**src/hw/rtl/rmt_pkg.sv**
```systemverilog
// ----------------------------------------------------------------------------
// rmt_pkg
// shared types and constants for the range maximum point update tree
// ----------------------------------------------------------------------------
package rmt_pkg;

   localparam int unsigned DATA_W = 32;
   localparam int unsigned POS_W = 11;
   localparam int unsigned LEAF_COUNT_DEF = 1024;
   localparam logic [POS_W-1:0] ELEMENT_COUNT_RST = 11'd1024;

   // request tdata layout, lowest bit first
   localparam int unsigned REQ_TDATA_W = 72;
   localparam int unsigned POS_LSB = 0;
   localparam int unsigned VAL_LSB = POS_LSB + POS_W;
   localparam int unsigned LB_LSB = VAL_LSB + DATA_W;
   localparam int unsigned RB_LSB = LB_LSB + POS_W;
   localparam int unsigned RSP_TDATA_W = 32;

   // command codes carried in req_tuser
   localparam logic CMD_UPDATE = 1'b0;
   localparam logic CMD_QUERY = 1'b1;

   typedef enum logic [2:0] {
      ST_CLEAR,
      ST_IDLE,
      ST_UPDATE,
      ST_QUERY,
      ST_DRAIN,
      ST_RESULT
   } rmt_state_type;

   typedef struct packed {
      logic clear_step;
      logic load;
      logic upd_step;
      logic qry_step;
      logic drain;
      logic resp_load;
   } rmt_cmd_type;

   typedef struct packed {
      logic clear_last;
      logic in_query;
      logic in_ok;
      logic upd_last;
      logic qry_last;
      logic rsp_free;
   } rmt_status_type;

endpackage

```
**src/hw/rtl/rmt_ctrl.sv**
```systemverilog
// ----------------------------------------------------------------------------
// rmt_ctrl
// sequencer for clearing, updates, queries and result hand-off
// ----------------------------------------------------------------------------
module rmt_ctrl (
   input  logic                    clock,
   input  logic                    reset,
   input  logic                    req_tvalid,
   output logic                    req_tready,
   input  rmt_pkg::rmt_status_type sts,
   output rmt_pkg::rmt_cmd_type    cmd
);

   rmt_pkg::rmt_state_type state_ff, state_in;

   always_ff @(posedge clock) begin
      if (reset) begin
         state_ff <= rmt_pkg::ST_CLEAR;
      end else begin
         state_ff <= state_in;
      end
   end

   always_comb begin
      state_in = state_ff;
      cmd = '0;
      req_tready = 1'b0;
      case (state_ff)
         rmt_pkg::ST_CLEAR: begin
            cmd.clear_step = 1'b1;
            if (sts.clear_last) begin
               state_in = rmt_pkg::ST_IDLE;
            end
         end
         rmt_pkg::ST_IDLE: begin
            req_tready = 1'b1;
            if (req_tvalid) begin
               cmd.load = 1'b1;
               if (sts.in_query) begin
                  state_in = sts.in_ok ? rmt_pkg::ST_QUERY : rmt_pkg::ST_RESULT;
               end else if (sts.in_ok) begin
                  state_in = rmt_pkg::ST_UPDATE;
               end
            end
         end
         rmt_pkg::ST_UPDATE: begin
            cmd.upd_step = 1'b1;
            if (sts.upd_last) begin
               state_in = rmt_pkg::ST_IDLE;
            end
         end
         rmt_pkg::ST_QUERY: begin
            cmd.qry_step = 1'b1;
            if (sts.qry_last) begin
               state_in = rmt_pkg::ST_DRAIN;
            end
         end
         rmt_pkg::ST_DRAIN: begin
            cmd.drain = 1'b1;
            state_in = rmt_pkg::ST_RESULT;
         end
         rmt_pkg::ST_RESULT: begin
            if (sts.rsp_free) begin
               cmd.resp_load = 1'b1;
               state_in = rmt_pkg::ST_IDLE;
            end
         end
         default: begin
            state_in = rmt_pkg::ST_IDLE;
         end
      endcase
   end

endmodule

```
**config.mk**
```make
export PLATFORM = sky130hd
export DESIGN_NAME = rmt_ctrl
export DESIGN_NICKNAME = d
export VERILOG_FILES = /design/src/hw/rtl/rmt_pkg.sv /design/src/hw/rtl/rmt_ctrl.sv
export SDC_FILE = /design/constraint.sdc
export NUM_CORES = 1
export LEC_CHECK = 0
export ABC_CLOCK_PERIOD_IN_PS = 2000
export BUFFER_PORTS_ARGS = -buffer_cell sky130_fd_sc_hd__buf_2
export CAP_MARGIN = 10
export CORE_AREA = 2 2 39 41
export CTS_CLUSTER_DIAMETER = 50
export DETAILED_ROUTE_END_ITERATION = 7
export DIE_AREA = 0 0 41 43
export GPL_TIMING_DRIVEN = 0
export PLACE_DENSITY = 0.55
export SYNTH_ARGS = -nofsm -noshare
export SYNTH_HDL_FRONTEND = slang
export SYNTH_SLANG_ARGS = --single-unit
```
**constraint.sdc**
```tcl
create_clock -name clock -period 2 [get_ports clock]
set_input_delay 0.6 -clock clock [delete_from_list [all_inputs] [get_ports clock]]
set_output_delay 0.6 -clock clock [all_outputs]
set_load 0.02 [all_outputs]
```
# Word level (Yosys, flattened, before mapping)
# Index checks and enable logic that the tools add are counted.
# Widths: inputs -> output; s select.
[word_totals]
regBits = 3
output_inout_bits = 7
elab_cells = 32
inputBits = 9
[op_classes]
muxes = 18
eq_ne = 11
reduce_logical = 2
[op_table]
columns = ["operator", "n"]
rows = [
  ["$mux 3", 8],
  ["$pmux 3 s6", 1],
  ["$ne 2x2->1 const B", 5],
  ["$mux 1", 9],
  ["$eq 3x2->1 const B", 2],
  ["$eq 3x3->1 const B", 2],
  ["$reduce_and 6->1", 1],
  ["$eq 3x1->1 const B", 1],
  ["$logic_not 3->1", 1],
  ["$ne 3x3->1 const B", 1],
]

# Depth between registers and ports, before layout
# Gate-level depths: netlist (run 1).
[logic_depth]
ltp_word = 4
mapped_depth = 5
ltp_nobuf = 4

# Worst setup path after synthesis (run 1)
# OpenSTA, ideal clock, no wires.
[synth_timing]
path_type = "in2reg"
start = "input sts[4] in the netlist's numbering"
end = "register state_ff[0]"
required_time_ps = 1877
path_buffers = 0
setup_slack_ps = 366
t_arrival_ps = 1511
cell_stages = 4
setup_ps = 123
cell_sequence = "o21ai_0 > and3_4 > nor4_4 > mux2_1"
[synth_between]
elab_chain_cells = 3
elab_cells_between_ends = 5
classes_between = "1 x eq/ne; 3 x mux; 1 x reduce/logical"
[synth_rtl]
columns = ["element", "line", "text"]
rows = [
  ["start: declaration", "rmt_ctrl.sv:10", "input rmt_pkg::rmt_status_type sts,"],
  ["$mux 3", "rmt_ctrl.sv:39", "if (sts.in_query) begin"],
  ["$mux 3", "rmt_ctrl.sv:37", "if (req_tvalid) begin"],
  ["$pmux 3 s6", "rmt_ctrl.sv:28", "case (state_ff)"],
  ["end signal: assignment", "rmt_ctrl.sv:18", "state_ff <= rmt_pkg::ST_CLEAR;"],
  ["end signal: assignment", "rmt_ctrl.sv:20", "state_ff <= state_in;"],
  ["end: declaration", "rmt_ctrl.sv:14", "rmt_pkg::rmt_state_type state_ff, state_in;"],
]
# Parallel ways exist; a longest one is shown, timed or not. The select of a mux whose other input is x is not followed.
# A chain may end at the register's enable or synchronous reset.

==> metrics.md, run 1 <==
| Metric | Value |
|---|---|
| Kind of launch point of the worst setup path | `flop` |
| Post-synth EDFFs | `0` |
| XOR/XNOR share of the synthesized area | `0%` |
| Layout cells sized above 1 | `50.0%` |
| R2r worst-path depth | `5` |
| Fin Setup TNS | `0 ns` |
| Mux contribution to synthesized area | `9.81%` |
| Leakage | `0.000225 µW` |
| Distinct cell type count after synthesis | `24` |
| CP Cell Sequence | `buf_6, nor2_4, and3_2, buf_2` |
| Critical Path Sink Type | `primary output` |
| Via count | `320` |
| Drt total wl | `660 µm` |
| Setup WS pre-CTS | `0.187 ns` |
| Routed vias/inst | `4.32` |
| Asr flop ratio synth | `0%` |
| Final Cycle Share | `85.8%` |
| Synth Area per Inst | `8.50 µm²` |
| Largest net degree at the start of global routing | `11` |
| RR Startpoint | `state_ff[1]` |
| Root Buffer | `clkbuf_4` |
| Cell area after layout | `453 µm²` |
| Synth Area in Adders | `0%` |
| Largest family of logic cells by synthesized area | `simple AND/OR/NAND/NOR gates` |
| Hold Fails Final Rpt | `0` |
| Global route overflow | `0` |
| DR DRC count | `0` |
| Top FF cell, synth | `dfxtp_1` |
| CTS tree | `done` |
| Max_slew headroom | `76.9%` |
| Cts bufs inserted | `3` |
| RSZ-0062 raised after global routing | `false` |
| Die ar. | `0.00176 mm²` |
| Global router's overall resource usage | `8.82%` |
| Data required time of the critical path | `1.40 ns` |
| Least-Margin Pin Slew | `0.344 ns` |
| Simple-gate portion of the synthesized area | `53.2%` |
| Max H-tree Level | `1` |
| Hold Startpoint | `state_ff[2]` |
| Sum of net half-perimeters after detailed placement | `512 µm` |
| Setup-failing EPs final | `0` |
| Placed instance area | `427 µm²` |
| Fill cells | `152` |
| Final worst slack | `0.284 ns` |
| Placement row count | `14` |
| GP Congestion | `0.781` |
| Slowest CP cell | `dfxtp_1` |
| Die width | `41 µm` |
| Max stage delay on crit path | `0.35 ns` |
| Area growth syn-to-layout | `36.6%` |
| Core Region | `0.00138 mm²` |
| Warnings from Yosys | `0` |
| Post-DRT Antenna Nets | `0` |
| Gate Count Post-Synth | `39` |
| Yosys reg bits | `3` |
| Fin Clk Skew | `0.00118 ns` |
| Fin Hold WS | `0.679 ns` |
| Post-synthesis cell area | `332 µm²` |
| CP Max Fanout | `10` |
| CTS Hold Bufs | `0` |
| Power density cells | `1230 mW/mm²` |
| DR pass1 iterations | `4` |
| TritonCTS Sinks | `3` |
| Initial antenna violation count | `0` |
| Crit path DAT | `1.12 ns` |
| Fmax | `583 MHz` |
| Sequential share of the synthesized area | `18.1%` |
| Io pins | `16` |
| Drt wl/cell | `8.92 µm` |
| HP Class | `flop to flop` |
| Syn nets | `48` |
| Final nets | `68` |
| IR drop worst, VDD | `350 µV` |
| Placed cells | `70` |
| R2R setup slack | `0.47 ns` |
| Max reg flops | `3` |
| Top reg by flops | `state_ff` |
| Reg2reg end | `state_ff[2]` |
| DRT iter0 DRCs | `2` |
| Ant diodes | `0` |
| Synth Area in Compound Gates | `7.55%` |
| Maximum root-to-sink buffer count | `2` |
| # port buffers | `15` |
| Final Instance Count excl. Fillers | `74` |
| Vias in the first global route | `264` |
| WS Path Type | `flop to primary output` |
| Final Max Tran Viols | `0` |
| Worst Hold Depth | `4` |
| Outcome | `complete, no violations` |
| Postcts setup bufs | `0` |
| Tmin final | `1.72 ns` |
| Global-route wire length before repair | `1030 µm` |
| Clock transition at path regs | `0.03 ns` |
| Die height | `43 µm` |
| WHS Endpoint | `state_ff[1]` |
| Later-pin clock latency in the skew report | `0.23 ns` |
| Initial Utilization | `24.0%` |
| Largest regs | `state_ff (3)` |
| CTS resizes | `0` |
| Max-cap viol count | `0` |
critical path: cells and delay by family, from the launching register on:
kind,cells,cell delay (ns)
and+or+nand+nor,2,0.23
DFF,1,0.35
buffers and inverters,2,0.30
worst max path at each step:
stage	start	to	slack [ns]	cells past startpoint
final	state_ff[1]	cmd[4]	0.28	4
after global routing	state_ff[0]	req_tready	0.21	4
after CTS	state_ff[0]	req_tready	0.27	4
after detailed placement	sts[4]	state_ff[2]	0.19	5
after global placement	sts[4]	state_ff[0]	0.19	5
after floorplan	sts[4]	state_ff[0]	0.37	4
cells in the mapped netlist (2+ instances only):
library cell | count | share of area, %
buf_6 | 2 | 6.8
a21oi_1 | 3 | 4.5
nand3b_1 | 2 | 4.5
mux2_1 | 2 | 6.8
nor2b_1 | 2 | 3.8
o21ai_0 | 2 | 3.0
nor2_1 | 4 | 4.5
inv_1 | 2 | 2.3
dfxtp_1 | 3 | 18
nor3_1 | 3 | 4.5
cells by family (layout without fill, tap and decap cells):
logic type,after synthesis,after routing
and+or+nand+nor,23,23
AOI/OAI and AO/OA,5,5
buffers and inverters,5,24
muxes,3,3
DFF,3,3
metrics by stage:
| step | power (µW) | utilization, % |
|---|---|---|
| 3_5_place_dp | 460 | 30.8 |
| 6_report | 556 | 32.7 |
| 5_1_grt | 608 | 32.7 |
| 3_3_place_gp | 462 | 30.8 |
| 4_1_cts | 568 | 32.7 |
| 2_1_floorplan | 379 | - |
per-layer routing:
metal  wire length, µm  global-route usage [%]
met3                45                    1.57
met4                 0                    8.00
met2               300                    11.6
met5                 0                       0
met1               314                    11.5
cell usage in the layout, fill, tap and decap left out, drive strengths merged:
cell type,count
dfxtp,3
and3,2
nand2b,1
inv,2
mux2i,1
nor4b,1
clkbuf,4
nor2,5
nor4,1
and4b,1
and2b,1
nor3,3
or3,1
mux2,2
nand2,1
o21ai,2
nand3b,2
or2b,2
buf,18
nor2b,2
a21oi,3
final cells by class:
cell class / instances / area [µm²] / share of cell area [%]
repair buffers: 15 / 75.1 / 16.6
inverters: 2 / 7.51 / 1.66
well taps: 16 / 20.0 / 4.42
clock buffers: 4 / 26.3 / 5.80
flip-flops and latches: 3 / 60.1 / 13.3
multi-input cells: 31 / 234 / 51.7
plain buffers: 3 / 30.0 / 6.63
power breakdown:
part	switching, µW	leakage, µW	internal, µW
sequential	10.1	0.0000246	79.8
combinational	202	0.000185	163
clock	26.9	0.0000150	74.4
No activity file was read; power rests on OpenSTA's default activity.
==> inputs of run 2 (changes only) <==
--- a/config.mk
+++ b/config.mk
@@ -5,15 +5,17 @@
 export SDC_FILE = /design/constraint.sdc
 export NUM_CORES = 1
 export LEC_CHECK = 0
+export ABC_AREA = 1
 export ABC_CLOCK_PERIOD_IN_PS = 2000
 export BUFFER_PORTS_ARGS = -buffer_cell sky130_fd_sc_hd__buf_2
 export CAP_MARGIN = 10
 export CORE_AREA = 2 2 39 41
 export CTS_CLUSTER_DIAMETER = 50
+export CTS_CLUSTER_SIZE = 16
 export DETAILED_ROUTE_END_ITERATION = 7
 export DIE_AREA = 0 0 41 43
 export GPL_TIMING_DRIVEN = 0
-export PLACE_DENSITY = 0.55
+export PLACE_DENSITY = 0.59
 export SYNTH_ARGS = -nofsm -noshare
 export SYNTH_HDL_FRONTEND = slang
 export SYNTH_SLANG_ARGS = --single-unit
==> metrics.md, run 2 <==
| Metric | Value |
|---|---|
| Yosys top cell by area | `dfxtp_1` |
| Global-route wire length before repair | `1240 µm` |
| Kind of launch point of the worst setup path | `flop` |
| Die height | `43 µm` |
| GR Util met3 | `1.57%` |
| Die width | `41 µm` |
| Top reg by flops | `state_ff` |
| Area fraction of the dominant cell type after synthesis | `15.9%` |
| Io pins | `16` |
| Post-synth EDFFs | `0` |
| Postcts setup bufs | `0` |
| Later-pin clock latency in the skew report | `0.23 ns` |
| Setup-failing EPs final | `0` |
| Tmin final | `1.71 ns` |
| Count leader, synth | `nor2_1` |
| Final nets | `89` |
| Setup WS pre-CTS | `0.333 ns` |
| CTS Hold Bufs | `0` |
| Sum of net half-perimeters after detailed placement | `653 µm` |
| Met1 Track Usage GR | `12.5%` |
| Via count | `396` |
| Drt wl/cell | `8.43 µm` |
| Synth top area cells | `dfxtp_1 16%, nor2_1 11%, nand2_1 9.0%` |
| Max stage delay on crit path | `0.31 ns` |
| Critical Path Sink Type | `primary output` |
| Commonest non-fill, non-tap cells in the layout | `15 x buf_2, 11 x nor2_1, 9 x nand2_1` |
| Final worst slack | `0.294 ns` |
| Clock transition at path regs | `0.04 ns` |
| GR met2 Demand/Resource | `15.9%` |
| Slowest CP cell | `dfxtp_1` |
| Data required time of the critical path | `1.40 ns` |
| Most common cell after layout, fill and taps aside | `buf_2` |
| RSZ-0062 raised after global routing | `false` |
| Buf+Inv Stages, Crit Path | `3` |
| CP Cell Sequence | `buf_6, inv_2, nor3_1, buf_2` |
| Initial Utilization | `27.2%` |
| Final Cycle Share | `85.3%` |
| Fmax | `586 MHz` |
| Global router's overall resource usage | `9.92%` |
| Asr flop ratio synth | `0%` |
| Placement row count | `14` |
| Yosys reg bits | `3` |
| Grt peak-use layer | `met2` |
| Routed vias/inst | `4.17` |
| Reg2reg end | `state_ff[0]` |
| Vias in the first global route | `341` |
| Hold Startpoint | `reset` |
| Fill cells | `157` |
| Fin Clk Skew | `0.00210 ns` |
| CTS resizes | `0` |
| IR drop worst, VDD | `480 µV` |
| Worst Hold Depth | `4` |
| DR DRC count | `0` |
| R2R setup slack | `0.86 ns` |
| Max H-tree Level | `1` |
| Outcome | `complete, no violations` |
| Syn nets | `69` |
| Sequential share of the synthesized area | `15.9%` |
| Die ar. | `0.00176 mm²` |
| Maximum root-to-sink buffer count | `2` |
| DR pass1 iterations | `5` |
| Top FF cell, synth | `dfxtp_1` |
| Final Max Tran Viols | `0` |
| Layout cells sized above 1 | `43.0%` |
| Warnings from Yosys | `0` |
| Largest net degree at the start of global routing | `9` |
| Largest regs | `state_ff (3)` |
| WS Path Type | `flop to primary output` |
| GP Congestion | `0.743` |
| Max-cap viol count | `0` |
| RR Startpoint | `state_ff[1]` |
| Placed cells | `91` |
| Power density cells | `1430 mW/mm²` |
| Initial antenna violation count | `0` |
| Root Buffer | `clkbuf_4` |
| Max_slew headroom | `87.1%` |
| Post-synthesis cell area | `377 µm²` |
| Most common library cells after synthesis | `11 x nor2_1, 9 x nand2_1, 8 x inv_1, 4 x nand3_1` |
| TritonCTS Sinks | `3` |
| CP top delay family | `buffers and inverters` |
| Max reg flops | `3` |
| Cts bufs inserted | `3` |
| Distinct cell type count after synthesis | `20` |
| HP Class | `primary input to flop` |
| Hold Fails Final Rpt | `0` |
| Synth Area per Inst | `6.28 µm²` |
| Crit path DAT | `1.11 ns` |
| Fin Setup TNS | `0 ns` |
| Final Instance Count excl. Fillers | `95` |
| Post-DRT Antenna Nets | `0` |
| # port buffers | `15` |
| Least-Margin Pin Slew | `0.192 ns` |
| CTS tree | `done` |
| Leakage | `0.000282 µW` |
| DRT iter0 DRCs | `7` |
| R2r worst-path depth | `8` |
| Ant diodes | `0` |
| Core Region | `0.00138 mm²` |
| CP Max Fanout | `8` |
| WHS Endpoint | `state_ff[1]` |
| Global route overflow | `0` |
| Drt total wl | `801 µm` |
| Gate Count Post-Synth | `60` |
| Area growth syn-to-layout | `32.2%` |
==> run 2: cell count changes in the layout (fill, tap and decap cells not counted), moves of 2 or more <==
cell	previous run	this run
nand2_1	1	9
nor2_1	4	11
inv_1	2	8
nand3_1	0	4
mux2_1	2	0
nand2_2	0	2
nand3_2	0	2
nor2_2	0	2
nor2_4	1	3
nor2b_1	2	0
==> run 2: report_power, final <==
group          total (µW)  switching (µW)  internal, µW
clock                 106            31.7          74.8
sequential           93.0            8.96          84.0
combinational         513             320           193
total                 713             361           352
==> run 2: layout make-up <==
| type | instances | area [µm²] | area share [%] |
|---|---|---|---|
| multi-input cells | 44 | 243 | 48.7 |
| repair buffers | 15 | 75.1 | 15.1 |
| flip-flops and latches | 3 | 60.1 | 12.1 |
| inverters | 10 | 40.0 | 8.04 |
| plain buffers | 3 | 33.8 | 6.78 |
| clock buffers | 4 | 26.3 | 5.28 |
| well taps | 16 | 20.0 | 4.02 |
==> run 2: layer usage <==
layer  up-vias  share of wire, %
met5         -                 0
met4         0                 0
met3         0               7.4
met2        12                49
met1       160                43
li1        224                 -
==> run 2: how the worst max path moves through the flow <==
stage / from / cells after the start / end
after floorplan: req_tvalid / 2 / cmd[4]
after global routing: state_ff[2] / 5 / cmd[4]
after CTS: state_ff[2] / 5 / req_tready
after detailed placement: req_tvalid / 4 / cmd[4]
final: state_ff[1] / 4 / cmd[3]
after global placement: req_tvalid / 4 / cmd[4]
==> run 2: logic make-up after synthesis <==
family                 Yosys count  synth area share, %
buffers and inverters           13                 19.6
DFF                              3                 15.9
AOI/OAI and AO/OA                5                 7.64
and+or+nand+nor                 39                 56.8
==> run 2: worst min-delay path, cell delays in order <==
cell and delay [ns]:
buf_2 0.07, inv_1 0.05, nand2_1 0.06, nor2_1 0.03
==> run 2: per-stage QoR <==
| stage | hold slack [ns] | util [%] | area (µm²) | total power (µW) |
|---|---|---|---|---|
| floorplan | 0.595 | - | 377 | 510 |
| global placement | 0.618 | 34.1 | 472 | 609 |
| detailed placement | 0.625 | 34.1 | 472 | 613 |
| CTS | 0.624 | 36.0 | 498 | 722 |
| global route | 0.651 | 36.0 | 498 | 777 |
| finish | 0.623 | 36.0 | 498 | 713 |
==> inputs of run 3 (changes only) <==
--- a/config.mk
+++ b/config.mk
@@ -7,15 +7,15 @@
 export LEC_CHECK = 0
 export ABC_AREA = 1
 export ABC_CLOCK_PERIOD_IN_PS = 2000
-export BUFFER_PORTS_ARGS = -buffer_cell sky130_fd_sc_hd__buf_2
 export CAP_MARGIN = 10
 export CORE_AREA = 2 2 39 41
 export CTS_CLUSTER_DIAMETER = 50
 export CTS_CLUSTER_SIZE = 16
 export DETAILED_ROUTE_END_ITERATION = 7
 export DIE_AREA = 0 0 41 43
+export DONT_BUFFER_PORTS = 1
 export GPL_TIMING_DRIVEN = 0
-export PLACE_DENSITY = 0.59
+export PLACE_DENSITY = 0.49
 export SYNTH_ARGS = -nofsm -noshare
 export SYNTH_HDL_FRONTEND = slang
 export SYNTH_SLANG_ARGS = --single-unit
==> metrics.md, run 3 (synthesis results as in run 2) <==
| Metric | Value |
|---|---|
| Outcome | `complete, no violations` |
| Critical Path Sink Type | `primary output` |
| DR pass1 iterations | `4` |
| Global route overflow | `0` |
| Via count | `356` |
| Global-route wire length before repair | `1150 µm` |
| Final Cycle Share | `94.3%` |
| Largest net degree at the start of global routing | `9` |
| Area growth syn-to-layout | `12.3%` |
| Die height | `43 µm` |
| RSZ-0062 raised after global routing | `false` |
| Final Max Tran Viols | `0` |
| Grt peak-use layer | `met2` |
| Clock transition at path regs | `0.04 ns` |
| Max H-tree Level | `1` |
| Max-cap viol count | `0` |
| Power density cells | `1570 mW/mm²` |
| Fmax | `530 MHz` |
| Tmin final | `1.89 ns` |
| CTS resizes | `0` |
| Layout cells sized above 1 | `29.7%` |
| Max reg flops | `3` |
| Crit path DAT | `1.29 ns` |
| Drt total wl | `763 µm` |
| Commonest non-fill, non-tap cells in the layout | `11 x nor2_1, 9 x nand2_1, 8 x inv_1` |
| # port buffers | `0` |
| Core Region | `0.00138 mm²` |
| GR Util met3 | `4.19%` |
| Data required time of the critical path | `1.40 ns` |
| Cts bufs inserted | `3` |
| Max_slew headroom | `57.0%` |
| Largest regs | `state_ff (3)` |
| Initial Utilization | `27.2%` |
| Routed vias/inst | `4.45` |
| Root Buffer | `clkbuf_4` |
| Fin Setup TNS | `0 ns` |
| Top reg by flops | `state_ff` |
| Vias in the first global route | `286` |
| Fin Clk Skew | `0.00417 ns` |
| Initial antenna violation count | `0` |
| Io pins | `16` |
| Setup-failing EPs final | `0` |
| Ant diodes | `0` |
| Sum of net half-perimeters after detailed placement | `640 µm` |
| Drt wl/cell | `9.54 µm` |
| Least-Margin Pin Slew | `0.639 ns` |
| HP Class | `primary input to flop` |
| Die ar. | `0.00176 mm²` |
| CP Max Fanout | `8` |
| Final nets | `74` |
| WS Path Type | `flop to primary output` |
| Met1 Track Usage GR | `11.2%` |
| Die width | `41 µm` |
| GP Congestion | `0.706` |
| Post-DRT Antenna Nets | `0` |
| Register area | `60.1 µm²` |
| Most common cell after layout, fill and taps aside | `nor2_1` |
| Placement row count | `14` |
| Kind of launch point of the worst setup path | `flop` |
| Later-pin clock latency in the skew report | `0.23 ns` |
| Power, Total | `664 µW` |
| Postcts setup bufs | `0` |
| Hold Fails Final Rpt | `0` |
| IR drop worst, VDD | `294 µV` |
| Global router's overall resource usage | `9.52%` |
| Leakage | `0.000214 µW` |
| GR met2 Demand/Resource | `14.4%` |
| TritonCTS Sinks | `3` |
| Fill cells | `162` |
| CTS tree | `done` |
| Area taken by multi-input logic gates | `243 µm²` |
| Maximum root-to-sink buffer count | `2` |
| CTS Hold Bufs | `0` |
| DRT iter0 DRCs | `2` |
| DR DRC count | `0` |
[run 3: cell types whose count changed in the layout (fill, tap and decap cells not counted), sizes merged]
cell  change
buf      -15
[run 3: per-stage QoR]
stage / instance area (µm²) / setup WS [ns] / hold slack, ns / instances / utilization (%)
finish: 423 / 0.113 / 0.545 / 80 / 30.6
global route: 423 / 0.0254 / 0.544 / 80 / 30.6
CTS: 423 / 0.0940 / 0.539 / 80 / 30.6
detailed placement: 397 / 0.232 / 0.617 / 76 / 28.7
global placement: 397 / 0.244 / 0.618 / 76 / 28.7
floorplan: 377 / 0.268 / 0.595 / 60 / -
[run 3: path summary, 6_finish.rpt]
| path | start | to | slack, ns | cells past startpoint |
|---|---|---|---|---|
| worst max-delay path | state_ff[2] | cmd[4] | 0.11 | 4 |
| worst min-delay path | reset | state_ff[2] | 0.55 | 3 |
| worst max register to register | state_ff[0] | state_ff[1] | 0.79 | 8 |
| worst min register to register | state_ff[2] | state_ff[2] | 0.62 | 3 |
[run 3: layout make-up]
cell class              instances  area share (%)
plain buffers                   3            7.99
clock buffers                   4            6.21
inverters                      10            9.47
multi-input cells              44            57.4
flip-flops and latches          3            14.2
well taps                      16            4.73
[run 3: critical path: stages, from the launching register on]
cell and delay (ns):
dfxtp_1 0.30, buf_6 0.14, inv_4 0.06, nand2_4 0.06, nor3_1 0.50
[run 3: routing by layer]
layer	share of wire (%)	wire, µm
met1	47	361
met2	47	360
met3	5.4	41
met4	0	0
met5	0	0
[run 3: power by group]
group | switching, µW | total, µW | internal (µW)
combinational | 307 | 466 | 158
clock | 30.3 | 105 | 74.7
sequential | 9.02 | 93.1 | 84.1
total | 346 | 664 | 317
